$ cat config.mk
export PLATFORM = sky130hd
export DESIGN_NAME = adaptive_average_pool_1d_top
export DESIGN_NICKNAME = d
export VERILOG_FILES = /design/src/rtl/aap_pkg.sv /design/src/rtl/adaptive_average_pool_1d_top.sv /design/src/rtl/aap_fifo.sv /design/src/rtl/aap_front.sv /design/src/rtl/aap_back.sv
export SDC_FILE = /design/constraint.sdc
export NUM_CORES = 1
export LEC_CHECK = 0
export CORE_MARGIN = 2
export CORE_UTILIZATION = 40
export CTS_CLUSTER_SIZE = 30
export DETAILED_ROUTE_END_ITERATION = 12
export DONT_BUFFER_PORTS = 1
export SYNTH_ARGS = -nofsm -noshare
export SYNTH_HDL_FRONTEND = slang
export SYNTH_SLANG_ARGS = --single-unit
$ cat constraint.sdc
create_clock -name clk -period 14.15 [get_ports clk]
set_clock_uncertainty 0.1 [all_clocks]
set_input_delay 1.415 -clock clk [delete_from_list [all_inputs] [get_ports clk]]
set_output_delay 1.415 -clock clk [all_outputs]
set_load 0.02 [all_outputs]
$ cat src/rtl/aap_pkg.sv
// Shared constants for the adaptive average pooling block.
`default_nettype none
package aap_pkg;
  localparam int MAX_LENGTH_DEF   = 4096;
  localparam int SAMPLE_WIDTH_DEF = 16;
  localparam int CFG_W            = 13;
  localparam int RUN_LIMIT        = 64;
  localparam int FIFO_DEPTH       = 4;
  localparam logic REG_IN_LENGTH  = 1'b0;
  localparam logic REG_OUT_LENGTH = 1'b1;
endpackage
`default_nettype wire

$ cat src/rtl/adaptive_average_pool_1d_top.sv
// Top level of the 1D adaptive average pooling block.
// Samples of one line arrive on the s_ channel, one per transaction; for each
// output window the block emits the rounded mean of its samples on the m_
// channel once the window's last sample has arrived, in window order.
// in_length and out_length are written on the cfg port; a write restarts the
// line and the block is busy while it derives the window step in ST_LOAD and
// ST_DIV. Reset loads both lengths with 1 and runs the same setup, so s_tready
// is low for that time after reset.
// The front end takes a sample in ST_IDLE and then, in ST_EMIT, queues each
// window that ends on it before it takes the next sample. Each window is
// queued to the back end, whose bit-serial divider works on one result at a
// time and takes the next window from the queue only once the last result has
// gone into the output register.
// Results wait in the output register while the receiver stalls; the queue
// then fills and the front end stops taking samples. A line wraps by itself
// after its last sample.
`default_nettype none
module adaptive_average_pool_1d_top #(
  parameter int MAX_LENGTH   = aap_pkg::MAX_LENGTH_DEF,
  parameter int SAMPLE_WIDTH = aap_pkg::SAMPLE_WIDTH_DEF
) (
  input  wire logic                                  clk,
  input  wire logic                                  rst,
  input  wire logic                                  cfg_wen,
  input  wire logic                                  cfg_addr,
  input  wire logic [aap_pkg::CFG_W-1:0]             cfg_wdata,
  input  wire logic                                  s_tvalid,
  output logic                                       s_tready,
  input  wire logic [((SAMPLE_WIDTH+7)/8)*8-1:0]     s_tdata,  // sample
  output logic                                       m_tvalid,
  input  wire logic                                  m_tready,
  // average, window_index
  output logic [((SAMPLE_WIDTH+$clog2(MAX_LENGTH)+7)/8)*8-1:0] m_tdata,
  output logic                                       m_tlast,  // last_of_run
  output logic                                       m_tuser   // last_of_line
);
  localparam int LW      = $clog2(MAX_LENGTH + 1);
  localparam int IW      = $clog2(MAX_LENGTH);
  localparam int SUM_W   = SAMPLE_WIDTH + LW;
  localparam int ENTRY_W = SUM_W + LW + IW + 2;
  localparam int OUT_W   = ((SAMPLE_WIDTH + IW + 7) / 8) * 8;

  logic push, pop, full, empty;
  logic [ENTRY_W-1:0] push_data, pop_data;
  logic [SAMPLE_WIDTH-1:0] average;
  logic [IW-1:0] window_index;

  aap_front #(
    .MAX_LENGTH(MAX_LENGTH), .SAMPLE_WIDTH(SAMPLE_WIDTH), .ENTRY_W(ENTRY_W)
  ) u_front (
    .clk(clk), .rst(rst),
    .cfg_wen(cfg_wen), .cfg_addr(cfg_addr), .cfg_wdata(cfg_wdata),
    .in_valid(s_tvalid), .in_ready(s_tready),
    .in_sample(s_tdata[SAMPLE_WIDTH-1:0]),
    .push(push), .push_data(push_data), .full(full)
  );

  aap_fifo #(.WIDTH(ENTRY_W), .DEPTH(aap_pkg::FIFO_DEPTH)) u_fifo (
    .clk(clk), .rst(rst), .push(push), .push_data(push_data),
    .pop(pop), .pop_data(pop_data), .full(full), .empty(empty)
  );

  aap_back #(
    .MAX_LENGTH(MAX_LENGTH), .SAMPLE_WIDTH(SAMPLE_WIDTH), .ENTRY_W(ENTRY_W)
  ) u_back (
    .clk(clk), .rst(rst), .empty(empty), .pop_data(pop_data), .pop(pop),
    .out_valid(m_tvalid), .out_ready(m_tready),
    .out_average(average), .out_index(window_index),
    .out_last_run(m_tlast), .out_last_line(m_tuser)
  );

  assign m_tdata = OUT_W'({window_index, average});
endmodule
`default_nettype wire

$ cat src/rtl/aap_fifo.sv
// Small register queue between the window front end and the divider back end.
`default_nettype none
module aap_fifo #(
  parameter int WIDTH = 8,
  parameter int DEPTH = 4
) (
  input  wire logic             clk,
  input  wire logic             rst,
  input  wire logic             push,
  input  wire logic [WIDTH-1:0] push_data,
  input  wire logic             pop,
  output logic [WIDTH-1:0]      pop_data,
  output logic                  full,
  output logic                  empty
);
  localparam int PW = (DEPTH > 1) ? $clog2(DEPTH) : 1;
  localparam int CW = $clog2(DEPTH + 1);

  logic [WIDTH-1:0] mem [DEPTH];
  logic [PW-1:0] wr_ptr, rd_ptr;
  logic [CW-1:0] count;

  assign full     = count == CW'(DEPTH);
  assign empty    = count == '0;
  assign pop_data = mem[rd_ptr];

  always_ff @(posedge clk) begin
    if (push) begin
      mem[wr_ptr] <= push_data;
    end
    if (rst) begin
      wr_ptr <= '0;
      rd_ptr <= '0;
      count  <= '0;
    end else begin
      if (push) begin
        wr_ptr <= (wr_ptr == PW'(DEPTH - 1)) ? '0 : wr_ptr + 1'b1;
      end
      if (pop) begin
        rd_ptr <= (rd_ptr == PW'(DEPTH - 1)) ? '0 : rd_ptr + 1'b1;
      end
      count <= count + CW'(push) - CW'(pop);
    end
  end
endmodule
`default_nettype wire

$ cat src/rtl/aap_front.sv
// Front end: config, prefix sums and window bounds; queues one entry per finished window.
`default_nettype none
module aap_front #(
  parameter int MAX_LENGTH   = aap_pkg::MAX_LENGTH_DEF,
  parameter int SAMPLE_WIDTH = aap_pkg::SAMPLE_WIDTH_DEF,
  parameter int ENTRY_W      = 8
) (
  input  wire logic                            clk,
  input  wire logic                            rst,
  input  wire logic                            cfg_wen,
  input  wire logic                            cfg_addr,
  input  wire logic [aap_pkg::CFG_W-1:0]       cfg_wdata,
  input  wire logic                            in_valid,
  output logic                                 in_ready,
  input  wire logic signed [SAMPLE_WIDTH-1:0]  in_sample,
  output logic                                 push,
  output logic [ENTRY_W-1:0]                   push_data,
  input  wire logic                            full
);
  localparam int LW    = $clog2(MAX_LENGTH + 1);
  localparam int QW    = LW + 1;
  localparam int IW    = $clog2(MAX_LENGTH);
  localparam int SUM_W = SAMPLE_WIDTH + LW;
  localparam int CW    = $clog2(LW + 1);

  typedef enum logic [1:0] {ST_LOAD, ST_DIV, ST_IDLE, ST_EMIT} state_t;
  state_t state;

  logic [aap_pkg::CFG_W-1:0] in_len, out_len;
  logic [LW-1:0] n_eff, m_eff, qn, rn, dvd, rem, p, nw, sr, er;
  logic [CW-1:0] cnt;
  logic [QW-1:0] sq, eq;
  logic signed [SUM_W-1:0] sum, prev, cap0;

  logic [31:0] n_c, m_c;
  logic [LW:0] dt, sr_a, er_a;
  logic dge, s_wrap, e_wrap, hit, more, at_start;
  logic [LW-1:0] sr_n, er_n;
  logic [QW-1:0] sq_n, eq_n, end_cur, end_nx, pos1;
  logic signed [SUM_W-1:0] diff;
  logic [LW-1:0] len;
  logic last_line;

  always_comb begin
    n_c = 32'(in_len);
    if (n_c == 32'd0) n_c = 32'd1;
    if (n_c > 32'(MAX_LENGTH)) n_c = 32'(MAX_LENGTH);
    m_c = 32'(out_len);
    if (m_c == 32'd0) m_c = 32'd1;
    if (m_c > 32'(MAX_LENGTH)) m_c = 32'(MAX_LENGTH);
    if (m_c > 32'(aap_pkg::RUN_LIMIT) * n_c) m_c = 32'(aap_pkg::RUN_LIMIT) * n_c;
  end

  assign dt  = {rem, dvd[LW-1]};
  assign dge = dt >= {1'b0, m_eff};

  always_comb begin
    sr_a   = {1'b0, sr} + {1'b0, rn};
    s_wrap = sr_a >= {1'b0, m_eff};
    sr_n   = s_wrap ? LW'(sr_a - {1'b0, m_eff}) : sr_a[LW-1:0];
    sq_n   = sq + QW'(qn) + QW'(s_wrap);
    er_a   = {1'b0, er} + {1'b0, rn};
    e_wrap = er_a >= {1'b0, m_eff};
    er_n   = e_wrap ? LW'(er_a - {1'b0, m_eff}) : er_a[LW-1:0];
    eq_n   = eq + QW'(qn) + QW'(e_wrap);
    end_cur = eq + QW'(er != '0);
    end_nx  = eq_n + QW'(er_n != '0);
    pos1    = QW'(p) + 1'b1;
    hit     = (nw < m_eff) && (end_cur == pos1);
    more    = (QW'(nw) + 1'b1 < QW'(m_eff)) && (end_nx == pos1);
    at_start = sq == QW'(p);
    diff    = sum - (at_start ? prev : cap0);
    len     = LW'(end_cur - sq);
    last_line = QW'(nw) + 1'b1 == QW'(m_eff);
  end

  assign in_ready  = state == ST_IDLE;
  assign push      = (state == ST_EMIT) && hit && !full;
  assign push_data = ENTRY_W'({last_line, !more, nw[IW-1:0], len, diff});

  always_ff @(posedge clk) begin
    if (rst) begin
      state   <= ST_LOAD;
      in_len  <= aap_pkg::CFG_W'(1);
      out_len <= aap_pkg::CFG_W'(1);
    end else begin
      if (cfg_wen) begin
        if (cfg_addr == aap_pkg::REG_IN_LENGTH) in_len <= cfg_wdata;
        else in_len <= in_len;
        if (cfg_addr == aap_pkg::REG_OUT_LENGTH) out_len <= cfg_wdata;
        state <= ST_LOAD;
      end else begin
        unique case (state)
          ST_LOAD: begin
            n_eff <= LW'(n_c);
            m_eff <= LW'(m_c);
            dvd   <= LW'(n_c);
            rem   <= '0;
            cnt   <= '0;
            state <= ST_DIV;
          end
          ST_DIV: begin
            rem <= dge ? LW'(dt - {1'b0, m_eff}) : dt[LW-1:0];
            dvd <= {dvd[LW-2:0], dge};
            cnt <= cnt + 1'b1;
            if (cnt == CW'(LW - 1)) begin
              qn    <= {dvd[LW-2:0], dge};
              rn    <= dge ? LW'(dt - {1'b0, m_eff}) : dt[LW-1:0];
              eq    <= QW'({dvd[LW-2:0], dge});
              er    <= dge ? LW'(dt - {1'b0, m_eff}) : dt[LW-1:0];
              sum   <= '0;
              prev  <= '0;
              cap0  <= '0;
              p     <= '0;
              nw    <= '0;
              sq    <= '0;
              sr    <= '0;
              state <= ST_IDLE;
            end
          end
          ST_IDLE: begin
            if (in_valid) begin
              prev <= sum;
              sum  <= sum + SUM_W'(in_sample);
              if (at_start) cap0 <= sum;
              state <= ST_EMIT;
            end
          end
          ST_EMIT: begin
            if (hit) begin
              if (!full) begin
                nw <= nw + 1'b1;
                sq <= sq_n;
                sr <= sr_n;
                eq <= eq_n;
                er <= er_n;
              end
            end else begin
              if (at_start) cap0 <= prev;
              if (pos1 >= QW'(n_eff)) begin
                sum  <= '0;
                prev <= '0;
                cap0 <= '0;
                p    <= '0;
                nw   <= '0;
                sq   <= '0;
                sr   <= '0;
                eq   <= QW'(qn);
                er   <= rn;
              end else begin
                p <= p + 1'b1;
              end
              state <= ST_IDLE;
            end
          end
          default: state <= ST_LOAD;
        endcase
      end
    end
  end
endmodule
`default_nettype wire

$ cat src/rtl/aap_back.sv
// Back end: rounded division of each window sum by its length, output register.
`default_nettype none
module aap_back #(
  parameter int MAX_LENGTH   = aap_pkg::MAX_LENGTH_DEF,
  parameter int SAMPLE_WIDTH = aap_pkg::SAMPLE_WIDTH_DEF,
  parameter int ENTRY_W      = 8
) (
  input  wire logic                        clk,
  input  wire logic                        rst,
  input  wire logic                        empty,
  input  wire logic [ENTRY_W-1:0]          pop_data,
  output logic                             pop,
  output logic                             out_valid,
  input  wire logic                        out_ready,
  output logic [SAMPLE_WIDTH-1:0]          out_average,
  output logic [$clog2(MAX_LENGTH)-1:0]    out_index,
  output logic                             out_last_run,
  output logic                             out_last_line
);
  localparam int LW    = $clog2(MAX_LENGTH + 1);
  localparam int IW    = $clog2(MAX_LENGTH);
  localparam int SUM_W = SAMPLE_WIDTH + LW;
  localparam int DW    = SUM_W + 2;
  localparam int CW    = $clog2(DW + 1);

  typedef enum logic [1:0] {ST_IDLE, ST_DIV, ST_HOLD} state_t;
  state_t state;

  logic signed [SUM_W-1:0] e_diff;
  logic [LW-1:0] e_len;
  logic [IW-1:0] e_idx;
  logic e_run, e_line;
  logic [SUM_W-1:0] e_mag;

  logic [DW-1:0] dvd;
  logic [LW:0] dsr, rem;
  logic [LW+1:0] dt;
  logic dge, neg, r_run, r_line;
  logic [IW-1:0] r_idx;
  logic [CW-1:0] cnt;
  logic [DW-1:0] sres;

  assign {e_line, e_run, e_idx, e_len, e_diff} = pop_data[SUM_W+LW+IW+1:0];
  assign e_mag = e_diff[SUM_W-1] ? SUM_W'(-e_diff) : SUM_W'(e_diff);
  assign dt    = {rem, dvd[DW-1]};
  assign dge   = dt >= {1'b0, dsr};
  assign sres  = neg ? -dvd : dvd;
  assign pop   = (state == ST_IDLE) && !empty;

  always_ff @(posedge clk) begin
    if (rst) begin
      state     <= ST_IDLE;
      out_valid <= 1'b0;
    end else begin
      unique case (state)
        ST_IDLE: begin
          if (out_valid && out_ready) out_valid <= 1'b0;
          if (!empty) begin
            neg    <= e_diff[SUM_W-1];
            dvd    <= (DW'(e_mag) << 1) + DW'(e_len);
            dsr    <= {e_len, 1'b0};
            rem    <= '0;
            cnt    <= '0;
            r_idx  <= e_idx;
            r_run  <= e_run;
            r_line <= e_line;
            state  <= ST_DIV;
          end
        end
        ST_DIV: begin
          if (out_valid && out_ready) out_valid <= 1'b0;
          rem <= dge ? (LW+1)'(dt - {1'b0, dsr}) : dt[LW:0];
          dvd <= {dvd[DW-2:0], dge};
          cnt <= cnt + 1'b1;
          if (cnt == CW'(DW - 1)) state <= ST_HOLD;
        end
        ST_HOLD: begin
          if (!out_valid || out_ready) begin
            out_valid     <= 1'b1;
            out_average   <= sres[SAMPLE_WIDTH-1:0];
            out_index     <= r_idx;
            out_last_run  <= r_run;
            out_last_line <= r_line;
            state         <= ST_IDLE;
          end
        end
        default: state <= ST_IDLE;
      endcase
    end
  end
endmodule
`default_nettype wire
==> results_tabular.tex <==
\begin{tabular}{lr}
\hline
Metric & Value \\
\hline
\multicolumn{2}{l}{\textbf{Status}} \\
Outcome & complete, no violations \\
\multicolumn{2}{l}{\textbf{Worst setup path}} \\
Required time worst endpoint & 14350 ps \\
Worst Setup End Kind & flip-flop \\
Kind of critical path & reg -> reg \\
Critical path launch point type & flip-flop \\
Peak per-stage delay on the critical path & 530 ps \\
CP arrival & 8590 ps \\
Critical-path top delay cell & nor4\_1 \\
Worst-path maximum fanout & 18 \\
\multicolumn{2}{l}{\textbf{Global route}} \\
Remaining global-route overflow & 0 \\
Number of global-route vias before repair & 22599 \\
Global router's overall resource usage & 0.181 \\
Largest net degree at the start of global routing & 62 \\
Initial antenna violation count & 0 \\
First-pass GRT wire length & 130 mm \\
\multicolumn{2}{l}{\textbf{Pwr}} \\
Leakage Power & 14.9 nW \\
Peak supply drop & 0.0860 mV \\
Fraction of power consumed by combinational cells & 0.260 \\
Power share of the sequential group & 0.409 \\
Share of total power consumed by net switching & 0.307 \\
Fraction of power consumed by the clock network & 0.331 \\
Reported net switching power & 0.00174 W \\
Power density over the cells & 143 nW/um2 \\
Overall power of the completed layout & 0.00568 W \\
Internal power & 0.00394 W \\
\multicolumn{2}{l}{\textbf{Cells and area}} \\
Top library cells by usage in the layout, fill and taps aside & edfxtp\_1 (581), nor2\_1 (255), nand2\_1 (248) \\
Synthesis-to-layout area growth & 10.5\% \\
N\_diodes & 0 \\
Fillers & 8241 \\
Final layout net count & 3455 \\
Most frequent standard cell in the layout excluding fill and tap cells & edfxtp\_1 \\
Fraction of layout cells with a size suffix above 1 & 0.0799 \\
\multicolumn{2}{l}{\textbf{Timing}} \\
Maximum achievable frequency & 0.119 GHz \\
Final number of hold-violating endpoints & 0 \\
Fin crit share & 0.593 \\
Final critical-path setup slack & 5760 ps \\
Number of setup violations in the final report & 0 \\
Max-Slew Margin vs Limit & 0.270 \\
Worst-Margin Slew & 1090 ps \\
Min Clock Period, post-route & 8390 ps \\
RSZ-0062 raised after global routing & false \\
Final-report max-slew violation count & 0 \\
Setup\_tns & 0 ps \\
\multicolumn{2}{l}{\textbf{Clocking}} \\
CTS tree & yes \\
Later-pin clock latency in the skew report & 640 ps \\
CTS root buf & clkbuf\_16 \\
Maximum count of clock buffers along a single path & 3 \\
Cts repair resizes & 0 \\
Buffer count from post-CTS setup fixing & 0 \\
Hold Buf Count CTS & 0 \\
Clock-pin slew on the worst setup and hold paths & 60 ps \\
Number of H-tree levels & 3 \\
Number of buffers created by CTS & 72 \\
Number of sinks handled by clock tree synthesis & 621 \\
\multicolumn{2}{l}{\textbf{Logic synthesis}} \\
Number of flops mapped to enable cells by yosys & 581 \\
Avg Inst Size Synth & 11.4 um2 \\
Register bit count reported by yosys & 621 \\
Netlist Area Pre-Place & 35900 um2 \\
Sequential fraction of the synthesis area & 0.509 \\
Number of distinct library cell variants in the gate-level netlist after synthesis & 84 \\
Post-synthesis instance total & 3144 \\
Synth async-reset ratio & 0 \\
Number of warnings printed during yosys synthesis & 0 \\
Primary flip-flop cell chosen by synthesis mapping & edfxtp\_1 \\
\multicolumn{2}{l}{\textbf{Routing}} \\
TritonRoute pass-1 iters & 5 \\
DRC & 0 \\
Routed via count divided by cell count & 5.38 \\
Total wire length after detailed routing & 83.2 mm \\
Routed Antenna Nets & 0 \\
Via count & 23590 \\
Detailed Route Iter0 Violations & 1822 \\
Average wire per cell in the routed design & 19.0 um \\
\multicolumn{2}{l}{\textbf{Die}} \\
Core Region & 88600 um2 \\
Die extent in y & 303 um \\
Initial core utilization & 0.405 \\
I/O pin count & 71 \\
Number of cell rows & 109 \\
Overall die area & 92100 um2 \\
X dimension of the die & 303 um \\
\multicolumn{2}{l}{\textbf{Flow run}} \\
Max-cap viol count & 0 \\
\multicolumn{2}{l}{\textbf{Place}} \\
Detail Placement HPWL & 59.9 mm \\
Routability congestion estimate & 0.883 \\
Count of buffers from port buffering & 0 \\
Setup slack after placement & 5860 ps \\
\multicolumn{2}{l}{\textbf{Hold path}} \\
Worst hold-check path type & reg -> reg \\
\hline
\end{tabular}
## critical path, delay by kind of cell (launching register included)
kind | cells | cell delay, ps
buffers and inverters | 1 | 390
AO/OA/AOI/OAI | 10 | 1750
XOR/XNOR | 3 | 520
flip-flops | 1 | 430
adder cells (fa/ha/maj) | 5 | 1890
AND/OR/NAND/NOR | 10 | 2970
## synth_stat cells, types with 27 or more instances
cell,n,area share
and2_1,60,0.010
ha_1,247,0.086
clkbuf_1,72,0.0075
o21ai_0,137,0.019
nand4_1,27,0.0047
o21bai_1,42,0.0088
mux4_2,49,0.031
nor2_1,258,0.027
inv_1,179,0.019
nor3_1,63,0.0088
a21o_1,53,0.011
nand2_1,248,0.026
xor2_1,98,0.024
a21oi_1,176,0.025
o21a_1,32,0.0067
a211oi_1,29,0.0061
nor2b_1,62,0.011
mux2i_1,67,0.019
nand2b_1,35,0.0061
edfxtp_1,581,0.49
xnor2_1,182,0.044
dfxtp_1,40,0.022
nand3_1,62,0.0087
## through the flow
stage	utilization	area [um2]	hold slack, ps	cells
after detailed placement	0.420	37200	305	4249
final	0.447	39600	317	4383
after global routing	0.447	39600	327	4383
after floorplan	-	35900	300	3147
after CTS	0.447	39600	319	4383
after global placement	0.420	37200	308	4249
## power by group through the flow
| stage | combinational [W] | sequential [W] | clock [W] |
|---|---|---|---|
| final | 0.00148 | 0.00232 | 0.00188 |
| after global routing | 0.00165 | 0.00234 | 0.00201 |
| after CTS | 0.00149 | 0.00233 | 0.00193 |
| after detailed placement | 0.00148 | 0.00237 | 0 |
| after global placement | 0.00147 | 0.00236 | 0 |
| after floorplan | 0.00118 | 0.00230 | 0 |
## registers in the layout, indices dropped and copies added, names as in the netlist, 13 cells and up, named ones only
register	count
u_back.dsr	13
u_front.in_len	13
u_front.p	13
u_front.qn	13
u_front.sr	13
u_front.sq	14
u_front.sum	29
u_back.rem	14
u_front.eq	14
u_front.cap0	29
u_back.dvd	31
u_front.nw	13
u_front.prev	29
u_front.rn	13
u_front.m_eff	13
u_back.out_average	16
u_fifo.mem	224
u_front.er	13
u_front.dvd	13
u_front.n_eff	13
u_front.out_len	13
u_front.rem	13
## cells by family (layout without fill, tap and decap cells)
family	Yosys count	in the layout	synth area share
XOR/XNOR	281	281	0.0690
flip-flops	621	621	0.509
AND/OR/NAND/NOR	936	936	0.126
adder cells (fa/ha/maj)	262	262	0.0945
buffers and inverters	277	348	0.0310
AO/OA/AOI/OAI	634	634	0.114
other	1	4	0.000105
multiplexers	132	132	0.0566
## metal layers
metal	GRT usage	up-vias	part of all wire	wire, um
li1	-	11649	-	-
met1	0.272	11328	0.50	41600
met2	0.267	487	0.43	35600
met3	0.0358	126	0.051	4230
met4	0.0469	0	0.021	1770
met5	0	-	0	0
## path summary, 6_finish.rpt
path / end / start / slack [ps] / depth (start not counted)
min: u_back.out_last_run$_DFFE_PP_ / u_back.r_run$_DFFE_PP_ / 320 / 0
max: u_fifo.mem[1][54]$_DFFE_PP_ / u_front.rn[0]$_DFFE_PP_ / 5760 / 29
min reg2reg: u_back.out_last_run$_DFFE_PP_ / u_back.r_run$_DFFE_PP_ / 320 / 0
max reg2reg: u_fifo.mem[1][54]$_DFFE_PP_ / u_front.rn[0]$_DFFE_PP_ / 5760 / 29
## cell type report
type,count,area (um2),area share
clock buffer,90,1950,0.0493
clock inverter,44,453,0.0114
inverter,180,676,0.0171
multi-input combinational,2249,16600,0.418
sequential,621,18300,0.461
tap,1165,1460,0.0368
timing repair buffer,34,255,0.00644
Power figures use the tool's default switching activity.
